### config.mk
export PLATFORM = sky130hd
export DESIGN_NAME = stable_priority_sorter_unit
export DESIGN_NICKNAME = d
export VERILOG_FILES = /design/src/hw/rtl/sps_pkg.sv /design/src/hw/rtl/sps_front.sv /design/src/hw/rtl/sps_queue.sv /design/src/hw/rtl/sps_back.sv /design/src/hw/rtl/stable_priority_sorter_unit.sv
export SDC_FILE = /design/constraint.sdc
export NUM_CORES = 2
export LEC_CHECK = 0
export ABC_CLOCK_PERIOD_IN_PS = 5300
export BUFFER_PORTS_ARGS = -buffer_cell sky130_fd_sc_hd__buf_4
export CORE_ASPECT_RATIO = 2
export CORE_MARGIN = 2
export CORE_UTILIZATION = 58
export CTS_CLUSTER_DIAMETER = 200
export DETAILED_ROUTE_END_ITERATION = 6
export GPL_ROUTABILITY_DRIVEN = 0
export PLACE_DENSITY = 0.87
export SYNTH_ARGS = -nofsm -noshare
export SYNTH_HDL_FRONTEND = slang
export SYNTH_SLANG_ARGS = --single-unit
### constraint.sdc
create_clock -name clk -period 5.3 [get_ports clk]
set_input_delay 1.59 -clock clk [delete_from_list [all_inputs] [get_ports clk]]
set_output_delay 1.59 -clock clk [all_outputs]
set_load 0.03 [all_outputs]
### src/hw/rtl/sps_pkg.sv
// Shared types and constants for the stable priority sorter.
package sps_pkg;

    localparam int MAX_JOBS_DEFAULT = 32;
    localparam int QUEUE_DEPTH      = 4;
    localparam int QPTR_W           = $clog2(QUEUE_DEPTH);
    localparam int QCNT_W           = $clog2(QUEUE_DEPTH + 1);

    typedef struct packed {
        logic [5:0]  job_id;
        logic [15:0] burst_length;
        logic [7:0]  job_priority;
    } rec_t;

    typedef struct packed {
        rec_t rec;
        logic keep;
        logic last;
        logic ovf;
    } entry_t;

endpackage

### src/hw/rtl/sps_front.sv
// Front end: accepts job beats, counts the set and marks dropped records.
module sps_front #(
    parameter int MAX_JOBS = sps_pkg::MAX_JOBS_DEFAULT
) (
    input  logic           clk,
    input  logic           rst_n,
    input  logic           in_valid,
    output logic           in_stall,
    input  logic [5:0]     job_id,
    input  logic [15:0]    burst_length,
    input  logic [7:0]     job_priority,
    input  logic           set_end,
    input  logic           q_full,
    output logic           push,
    output sps_pkg::entry_t push_entry
);
    import sps_pkg::*;

    localparam int CW = $clog2(MAX_JOBS + 1);

    logic [CW-1:0] cnt_reg, cnt_next;
    logic          ovf_reg, ovf_next;
    logic          keep;

    assign in_stall = q_full;
    assign push     = in_valid && !q_full;
    assign keep     = cnt_reg < CW'(MAX_JOBS);

    always_comb
    begin
        push_entry.rec.job_id       = job_id;
        push_entry.rec.burst_length = burst_length;
        push_entry.rec.job_priority = job_priority;
        push_entry.keep             = keep;
        push_entry.last             = set_end;
        push_entry.ovf              = ovf_reg || !keep;
    end

    always_comb
    begin
        cnt_next = cnt_reg;
        ovf_next = ovf_reg;
        if (push)
        begin
            if (set_end)
            begin
                cnt_next = '0;
                ovf_next = 1'b0;
            end
            else if (keep)
            begin
                cnt_next = cnt_reg + CW'(1);
            end
            else
            begin
                ovf_next = 1'b1;
            end
        end
    end

    always_ff @(posedge clk or negedge rst_n)
    begin
        if (!rst_n)
        begin
            cnt_reg <= '0;
            ovf_reg <= 1'b0;
        end
        else
        begin
            cnt_reg <= cnt_next;
            ovf_reg <= ovf_next;
        end
    end

endmodule

### src/hw/rtl/sps_queue.sv
// Short queue that decouples the front end from the sorting chain.
module sps_queue (
    input  logic            clk,
    input  logic            rst_n,
    input  logic            push,
    input  sps_pkg::entry_t push_entry,
    output logic            full,
    input  logic            pop,
    output logic            not_empty,
    output sps_pkg::entry_t pop_entry
);
    import sps_pkg::*;

    entry_t            mem_reg [QUEUE_DEPTH];
    logic [QPTR_W-1:0] wr_ptr_reg, wr_ptr_next;
    logic [QPTR_W-1:0] rd_ptr_reg, rd_ptr_next;
    logic [QCNT_W-1:0] cnt_reg, cnt_next;
    logic              do_pop;

    assign full      = cnt_reg == QCNT_W'(QUEUE_DEPTH);
    assign not_empty = cnt_reg != '0;
    assign do_pop    = pop && not_empty;
    assign pop_entry = mem_reg[rd_ptr_reg];

    always_comb
    begin
        wr_ptr_next = push ? wr_ptr_reg + QPTR_W'(1) : wr_ptr_reg;
        rd_ptr_next = do_pop ? rd_ptr_reg + QPTR_W'(1) : rd_ptr_reg;
        cnt_next    = cnt_reg + QCNT_W'(push) - QCNT_W'(do_pop);
    end

    always_ff @(posedge clk)
    begin
        if (push)
        begin
            mem_reg[wr_ptr_reg] <= push_entry;
        end
    end

    always_ff @(posedge clk or negedge rst_n)
    begin
        if (!rst_n)
        begin
            wr_ptr_reg <= '0;
            rd_ptr_reg <= '0;
            cnt_reg    <= '0;
        end
        else
        begin
            wr_ptr_reg <= wr_ptr_next;
            rd_ptr_reg <= rd_ptr_next;
            cnt_reg    <= cnt_next;
        end
    end

endmodule

### src/hw/rtl/sps_back.sv
// Back end: insertion cell chain that sorts a set and drains it in order.
module sps_back #(
    parameter int MAX_JOBS = sps_pkg::MAX_JOBS_DEFAULT
) (
    input  logic            clk,
    input  logic            rst_n,
    input  logic            q_not_empty,
    input  sps_pkg::entry_t q_entry,
    output logic            q_pop,
    output logic            out_valid,
    input  logic            out_stall,
    output sps_pkg::rec_t   out_rec,
    output logic            out_last,
    output logic            overflow
);
    import sps_pkg::*;

    localparam logic ST_FILL  = 1'b0;
    localparam logic ST_DRAIN = 1'b1;

    logic                state_reg, state_next;
    logic                ovf_reg, ovf_next;
    logic [MAX_JOBS-1:0] valid_reg, valid_next;
    rec_t                cell_reg  [MAX_JOBS];
    rec_t                cell_next [MAX_JOBS];
    logic [MAX_JOBS-1:0] ins;
    logic                insert;
    logic                shift_out;

    assign q_pop     = (state_reg == ST_FILL) && q_not_empty;
    assign insert    = q_pop && q_entry.keep;
    assign out_valid = state_reg == ST_DRAIN;
    assign shift_out = out_valid && !out_stall;
    assign out_rec   = cell_reg[0];
    assign out_last  = !valid_reg[1];
    assign overflow  = ovf_reg;

    always_comb
    begin
        for (int i = 0; i < MAX_JOBS; i++)
        begin
            ins[i] = !valid_reg[i] ||
                     (q_entry.rec.job_priority > cell_reg[i].job_priority);
        end
    end

    always_comb
    begin
        for (int i = 0; i < MAX_JOBS; i++)
        begin
            cell_next[i]  = cell_reg[i];
            valid_next[i] = valid_reg[i];
            if (shift_out)
            begin
                if (i < MAX_JOBS - 1)
                begin
                    cell_next[i]  = cell_reg[i + 1];
                    valid_next[i] = valid_reg[i + 1];
                end
                else
                begin
                    valid_next[i] = 1'b0;
                end
            end
            else if (insert)
            begin
                if (i == 0)
                begin
                    valid_next[i] = 1'b1;
                    if (ins[i])
                    begin
                        cell_next[i] = q_entry.rec;
                    end
                end
                else
                begin
                    valid_next[i] = valid_reg[i - 1];
                    if (ins[i - 1])
                    begin
                        cell_next[i] = cell_reg[i - 1];
                    end
                    else if (ins[i])
                    begin
                        cell_next[i] = q_entry.rec;
                    end
                end
            end
        end
    end

    always_comb
    begin
        state_next = state_reg;
        ovf_next   = ovf_reg;
        case (state_reg)
            ST_FILL:
            begin
                if (q_pop && q_entry.last)
                begin
                    state_next = ST_DRAIN;
                    ovf_next   = q_entry.ovf;
                end
            end
            ST_DRAIN:
            begin
                if (shift_out && !valid_reg[1])
                begin
                    state_next = ST_FILL;
                end
            end
            default:
            begin
                state_next = ST_FILL;
            end
        endcase
    end

    always_ff @(posedge clk)
    begin
        for (int i = 0; i < MAX_JOBS; i++)
        begin
            cell_reg[i] <= cell_next[i];
        end
    end

    always_ff @(posedge clk or negedge rst_n)
    begin
        if (!rst_n)
        begin
            state_reg <= ST_FILL;
            ovf_reg   <= 1'b0;
            valid_reg <= '0;
        end
        else
        begin
            state_reg <= state_next;
            ovf_reg   <= ovf_next;
            valid_reg <= valid_next;
        end
    end

endmodule

### src/hw/rtl/stable_priority_sorter_unit.sv
// Top level of the stable priority sorter: front end, queue and sorting chain.
//
//   Channel  Handshake            Payload
//   in       in_valid / in_stall  job_id, burst_length, job_priority, set_end
//   out      out_valid/ out_stall out_job_id, out_burst_length, out_priority,
//                                 out_last, overflow
//
// The front end takes one beat per cycle into a four-entry queue.
// The chain inserts one queued record per cycle while it is filling.
// After the closing beat the run drains one record per cycle; the queue
// holds new beats meanwhile and stalls the input once it is full.
// Reset clears all control state at once; the chain needs no clearing pass.
// A stall on the output holds the current record and pauses the drain.
module stable_priority_sorter_unit #(
    parameter int MAX_JOBS = sps_pkg::MAX_JOBS_DEFAULT
) (
    input  logic        clk,
    input  logic        rst_n,
    input  logic        in_valid,
    output logic        in_stall,
    input  logic [5:0]  job_id,
    input  logic [15:0] burst_length,
    input  logic [7:0]  job_priority,
    input  logic        set_end,
    output logic        out_valid,
    input  logic        out_stall,
    output logic [5:0]  out_job_id,
    output logic [15:0] out_burst_length,
    output logic [7:0]  out_priority,
    output logic        out_last,
    output logic        overflow
);
    import sps_pkg::*;

    logic   q_full;
    logic   push;
    entry_t push_entry;
    logic   q_pop;
    logic   q_not_empty;
    entry_t q_entry;
    rec_t   out_rec;

    sps_front #(
        .MAX_JOBS (MAX_JOBS)
    ) u_front (
        .clk          (clk),
        .rst_n        (rst_n),
        .in_valid     (in_valid),
        .in_stall     (in_stall),
        .job_id       (job_id),
        .burst_length (burst_length),
        .job_priority (job_priority),
        .set_end      (set_end),
        .q_full       (q_full),
        .push         (push),
        .push_entry   (push_entry)
    );

    sps_queue u_queue (
        .clk        (clk),
        .rst_n      (rst_n),
        .push       (push),
        .push_entry (push_entry),
        .full       (q_full),
        .pop        (q_pop),
        .not_empty  (q_not_empty),
        .pop_entry  (q_entry)
    );

    sps_back #(
        .MAX_JOBS (MAX_JOBS)
    ) u_back (
        .clk         (clk),
        .rst_n       (rst_n),
        .q_not_empty (q_not_empty),
        .q_entry     (q_entry),
        .q_pop       (q_pop),
        .out_valid   (out_valid),
        .out_stall   (out_stall),
        .out_rec     (out_rec),
        .out_last    (out_last),
        .overflow    (overflow)
    );

    assign out_job_id       = out_rec.job_id;
    assign out_burst_length = out_rec.burst_length;
    assign out_priority     = out_rec.job_priority;

endmodule

# --- After elaboration in Yosys (flattened, before gate mapping) ---
# Memories as Yosys holds them, arrays and structs flattened.
# Cells that the tools add are included.
# W data, S select, Z words.
word_totals:
  inputBits: 35
  reg_bits: 48
  ram_bits: 1092
  out_inout_bits: 34
  n_memories: 2
  wordCells: 332
memory_table:
  columns: ["memory", "words", "word_bits", "rd", "rd_clocked_by_memory_dff", "wr", "line_no", "text"]
  rows:
  - ["u_back.cell_reg", 32, 30, 32, 0, 32, "sps_back.sv:24", "rec_t cell_reg [MAX_JOBS];"]
  - ["u_queue.mem_reg", 4, 33, 1, 0, 1, "sps_queue.sv:14", "entry_t mem_reg [QUEUE_DEPTH];"]
classes:
  n_bitwise: 1
  order_cmp: 33
  muxes: 200
  reduce_logical: 81
  eq_ne: 2
  n_addsub: 5
op_table:
  columns: ["op", "count"]
  rows:
  - ["$mux W30", 127]
  - ["$gt A8 B8 Y1", 32]
  - ["$mux W1", 70]
  - ["$logic_not A1 Y1", 35]
  - ["$logic_or A1 B1 Y1", 33]
  - ["$mux W6", 2]
  - ["$logic_and A1 B1 Y1", 7]
  - ["$add A6 B1 Y6 const B", 1]
  - ["$lt A6 B6 Y1 const B", 1]
  - ["$reduce_and A2 Y1", 3]
  - ["$add A2 B1 Y2 const B", 2]
  - ["$reduce_bool A2 Y1", 2]
  - ["$add A3 B1 Y3", 1]
  - ["$eq A3 B3 Y1 const B", 1]
  - ["$reduce_bool A3 Y1", 1]
  - ["$sub A3 B1 Y3", 1]
  - ["$ne A2 B2 Y1 const B", 1]
  - ["$pmux W1 S2", 1]
  - ["$not A1 Y1", 1]

# --- Longest topological paths before layout ---
# An unclocked memory read counts as a cell.
logic_depth:
  word_depth: 7
  ltp_mapped: 14
  ltp_nobuf: 9

# --- By module ---
# Synthesis repeated with hierarchy kept, for this count alone.
unflattened:
  hier_cells: 5608
  area_unflattened_um2: 61129.9
modules_own_cells:
  columns: ["module", "cells_each", "n_inst", "area_each_um2", "seq_area_each_um2"]
  rows:
  - ["sps_back", 5327, 1, 55253.0, 29678.5]
  - ["sps_queue", 208, 1, 5217.5, 4139.0]
  - ["sps_front", 73, 1, 659.4, 175.2]

# --- Least setup slack after synthesis ---
# No wires, ideal clock.
synth_timing:
  kind: "reg2reg"
  from: "register u_queue.rd_ptr_reg[1] (netlist name)"
  to: "memory u_back.cell_reg[1][330] (netlist name), enable pin"
  stages_incl_launch_ff: 13
  setup_time_ns: 0.435
  arrival_ns: 4.915
  path_slack_ns: -0.051
  t_required_ns: 4.865
  n_path_buf: 5
  period_less_slack_ns: 5.351
  path_cell_list: "dfrtp_1 buf_2 buf_2 mux4_2 clkbuf_1 ha_1 nand4_1 nor2_1 a211o_1 and3_1 clkbuf_1 clkbuf_1 a31oi_1"
synth_rtl:
  columns: ["element", "line_no"]
  rows:
  - ["end, declared", "sps_back.sv:24"]

==> reports/summary.txt <==
Status: completed
Unrepaired setup endpoints after global routing: no
Number of placement rows: 167
Syn nets: 6075
Worst setup path startpoint: u_queue.rd_ptr_reg[0]$_DFFE_PN0P_
Biggest area contributors in the synthesized netlist: sky130_fd_sc_hd__edfxtp_1, sky130_fd_sc_hd__o211ai_1, sky130_fd_sc_hd__a21oi_1
FF-to-FF Start: u_queue.rd_ptr_reg[0]$_DFFE_PN0P_
Clk root buf: sky130_fd_sc_hd__clkbuf_16
Total Negative Setup Slacks: 0 ps
Worst slew pin tran: 1452 ps
Worst path required time: 5630 ps
Relative area change from synthesis to final layout: 7.891%
Fraction of the mapped netlist area in adder cells: 0.05460
TritonCTS clock tree: done
Cells after synthesis: 5776
Share of the synthesized area in the top cell type: 0.5408
Floorplan die area: 107300 µm²
Via count of the first global-routing pass: 49700
Largest register FFs: 960
Aggregate global routing overflow: 0
Routed WL: 174400 µm
Post-synthesis instance area: 60630 µm²
Clock Sink Count: 1140
Met2 GRT Util: 0.5484
Part of the Yosys area used for sequential elements: 0.5607
Main combinational cell family by area after synthesis: compound AO/OA/AOI/OAI gates
Core Region: 103600 µm²
CTS hold repair buffers: 0
Depth of the most critical reg-to-reg path: 7
Flops & latches, synth: 1140
Clock transition at path regs: 70 ps
Post-CTS resize count: 0
Crit Path Category: flop to flop
Met3 usage in global routing: 0.06411
Most numerous cell in the Yosys netlist: sky130_fd_sc_hd__edfxtp_1
Overall track demand over capacity in global routing: 0.3209
Type of the worst min-delay path: flop to flop
End of the critical path: u_back.cell_reg[0][441]$_DFFE_PP_
Hold_sp: u_back.valid_reg[11]$_DFFE_PN0P_
Setup Skew: 32.84 ps
Deepest level of the CTS H-tree: 3
Wire length of the first global-routing pass: 268900 µm
Buffers added on ports: 68
Xor/xnor cell area share of the yosys netlist: 0.0007223
Top FF cell, synth: sky130_fd_sc_hd__edfxtp_1
Top Ports: 69
Via Count: 49190
Multiplexer fraction of the synthesized cell area: 0.02165
Setup-failing EPs final: 0
Largest area contributor in the netlist: sky130_fd_sc_hd__edfxtp_1
Final period utilization: 0.8926
Detail-routed via count per cell: 7.055
Die boundary height: 461.2 µm
Top Usage Layer GRT: met2
Max Buffers Root-to-Sink: 3
Final critical delay including setup and external delays: 4731 ps
Area fraction in compound gates after synthesis: 0.1699
Yosys synthesis warning count: 0
Die Span X: 232.6 µm
Starting Density: 0.5850
Starting DRC count in detailed routing: 7161
Unique masters post-synth: 45
Post-synth EDFFs: 1092
Number of antenna violations at the first check in global routing: 1
WL/cell: 25.01 µm
Reg2Reg Setup Slack: 570 ps
Relative slew slack: 0.03206
Met1 layer usage reported by global route: 0.3460
Most numerous cell types in the synthesized netlist: sky130_fd_sc_hd__edfxtp_1, sky130_fd_sc_hd__nand2_1, sky130_fd_sc_hd__a21oi_1
Post-detailed-route DRC marker count: 0
DRT Pass-1 Iters: 7
Synthesized area per cell: 10.50 µm²
CP Data Arrival Time: 5060 ps
Final hold violation count: 0
Number of post-CTS setup repair buffers: 0
Critical Path Sink Type: flop
Max Clock Freq: 211.4 MHz
Max Cap Violations: 0
Number of nets with antenna violations after routing: 0
Fraction of layout instances using a drive strength above 1: 0.08738
Capture point of the worst reg-to-reg path: u_back.cell_reg[0][441]$_DFFE_PP_
Peak fanout along the critical path: 33
Total Nets Final: 5842
Layout filler cell count: 7523
Half-perimeter wire length of the detailed placement result: 116600 µm
Clock Latency Late Sink: 740 ps
Nature of the critical path startpoint: flop
Largest net degree at the start of global routing: 254
Final Slew Violations: 0
Simple-Gate Fraction of Synth Area: 0.1381
Async SR Flop Fraction: 0.04211
Total CTS buffers: 95
[kinds of logic (layout without fill, tap and decap cells)]
family          Yosys count  in the layout
mux                      86             86
other cells               0              1
fa+ha+maj               264            264
buf+inv                 796            639
compound gates         1549           1549
simple gates           1936           1936
xor+xnor                  5              5
flops                  1140           1140
[final cells by class]
type                       count  area, µm²  share of cell area
antenna                        1      2.502          0.00003825
clock buffer                 131       2656             0.04061
clock inverter                42      444.2            0.006790
inverter                     256      960.9             0.01469
multi-input combinational   3840      23880              0.3650
sequential                  1140      33990              0.5197
tap                         1352       1692             0.02586
timing repair buffer         210       1789             0.02735
[cells in the final DEF, fill, tap and decap left out, types with 137 or more instances in the layout]
cell type / netlist / layout
sky130_fd_sc_hd__nor3_1: 137 / 137
sky130_fd_sc_hd__nand2_1: 901 / 901
sky130_fd_sc_hd__ha_1: 263 / 263
sky130_fd_sc_hd__edfxtp_1: 1092 / 1092
sky130_fd_sc_hd__inv_1: 256 / 256
sky130_fd_sc_hd__nand3_1: 459 / 459
sky130_fd_sc_hd__buf_4: 30 / 193
sky130_fd_sc_hd__nor2_1: 299 / 299
sky130_fd_sc_hd__a21oi_1: 679 / 677
sky130_fd_sc_hd__o211ai_1: 457 / 457
[metrics by stage]
stage	hold WS, ps	utilization	cell area, µm²	worst slack (ps)	cells
6_report	525.4	0.6312	65420	569.1	6972
3_3_place_gp	476.4	0.6012	62310	1094	6798
3_5_place_dp	505.0	0.6012	62310	1002	6798
4_1_cts	520.9	0.6312	65410	1004	6971
5_1_grt	553.7	0.6312	65420	482.2	6972
2_1_floorplan	460.1	-	60640	59.11	5776
[worst min path at each step]
stage	to	slack, ps	cells past startpoint
CTS	u_back.valid_reg[11]$_DFFE_PN0P_	520	2
finish	u_back.valid_reg[11]$_DFFE_PN0P_	530	2
floorplan	u_queue.cnt_reg[2]$_DFF_PN0_	460	1
global route	u_back.valid_reg[11]$_DFFE_PN0P_	550	2
global placement	u_queue.cnt_reg[2]$_DFF_PN0_	480	1
detailed placement	u_back.valid_reg[11]$_DFFE_PN0P_	510	2
[critical path, stage by stage (launching register included)]
cell and delay, ps:
sky130_fd_sc_hd__dfrtp_2 540, sky130_fd_sc_hd__mux4_2 1020, sky130_fd_sc_hd__buf_4 380, sky130_fd_sc_hd__ha_1 290
sky130_fd_sc_hd__o21ai_0 80, sky130_fd_sc_hd__nor2_1 740, sky130_fd_sc_hd__o41ai_2 230, sky130_fd_sc_hd__a31oi_4 1010
[metal layers]
metal / part of all wire / routed length [µm] / vias up
li1: - / - / 21060
met1: 0.32 / 56160 / 23390
met2: 0.50 / 87720 / 3716
met3: 0.094 / 16390 / 1026
met4: 0.081 / 14090 / 0
met5: 0 / 0 / -
Power is left out: the tool's default activity adds up to more than one toggle a clock period on the data nets, which glitch-free logic cannot reach.
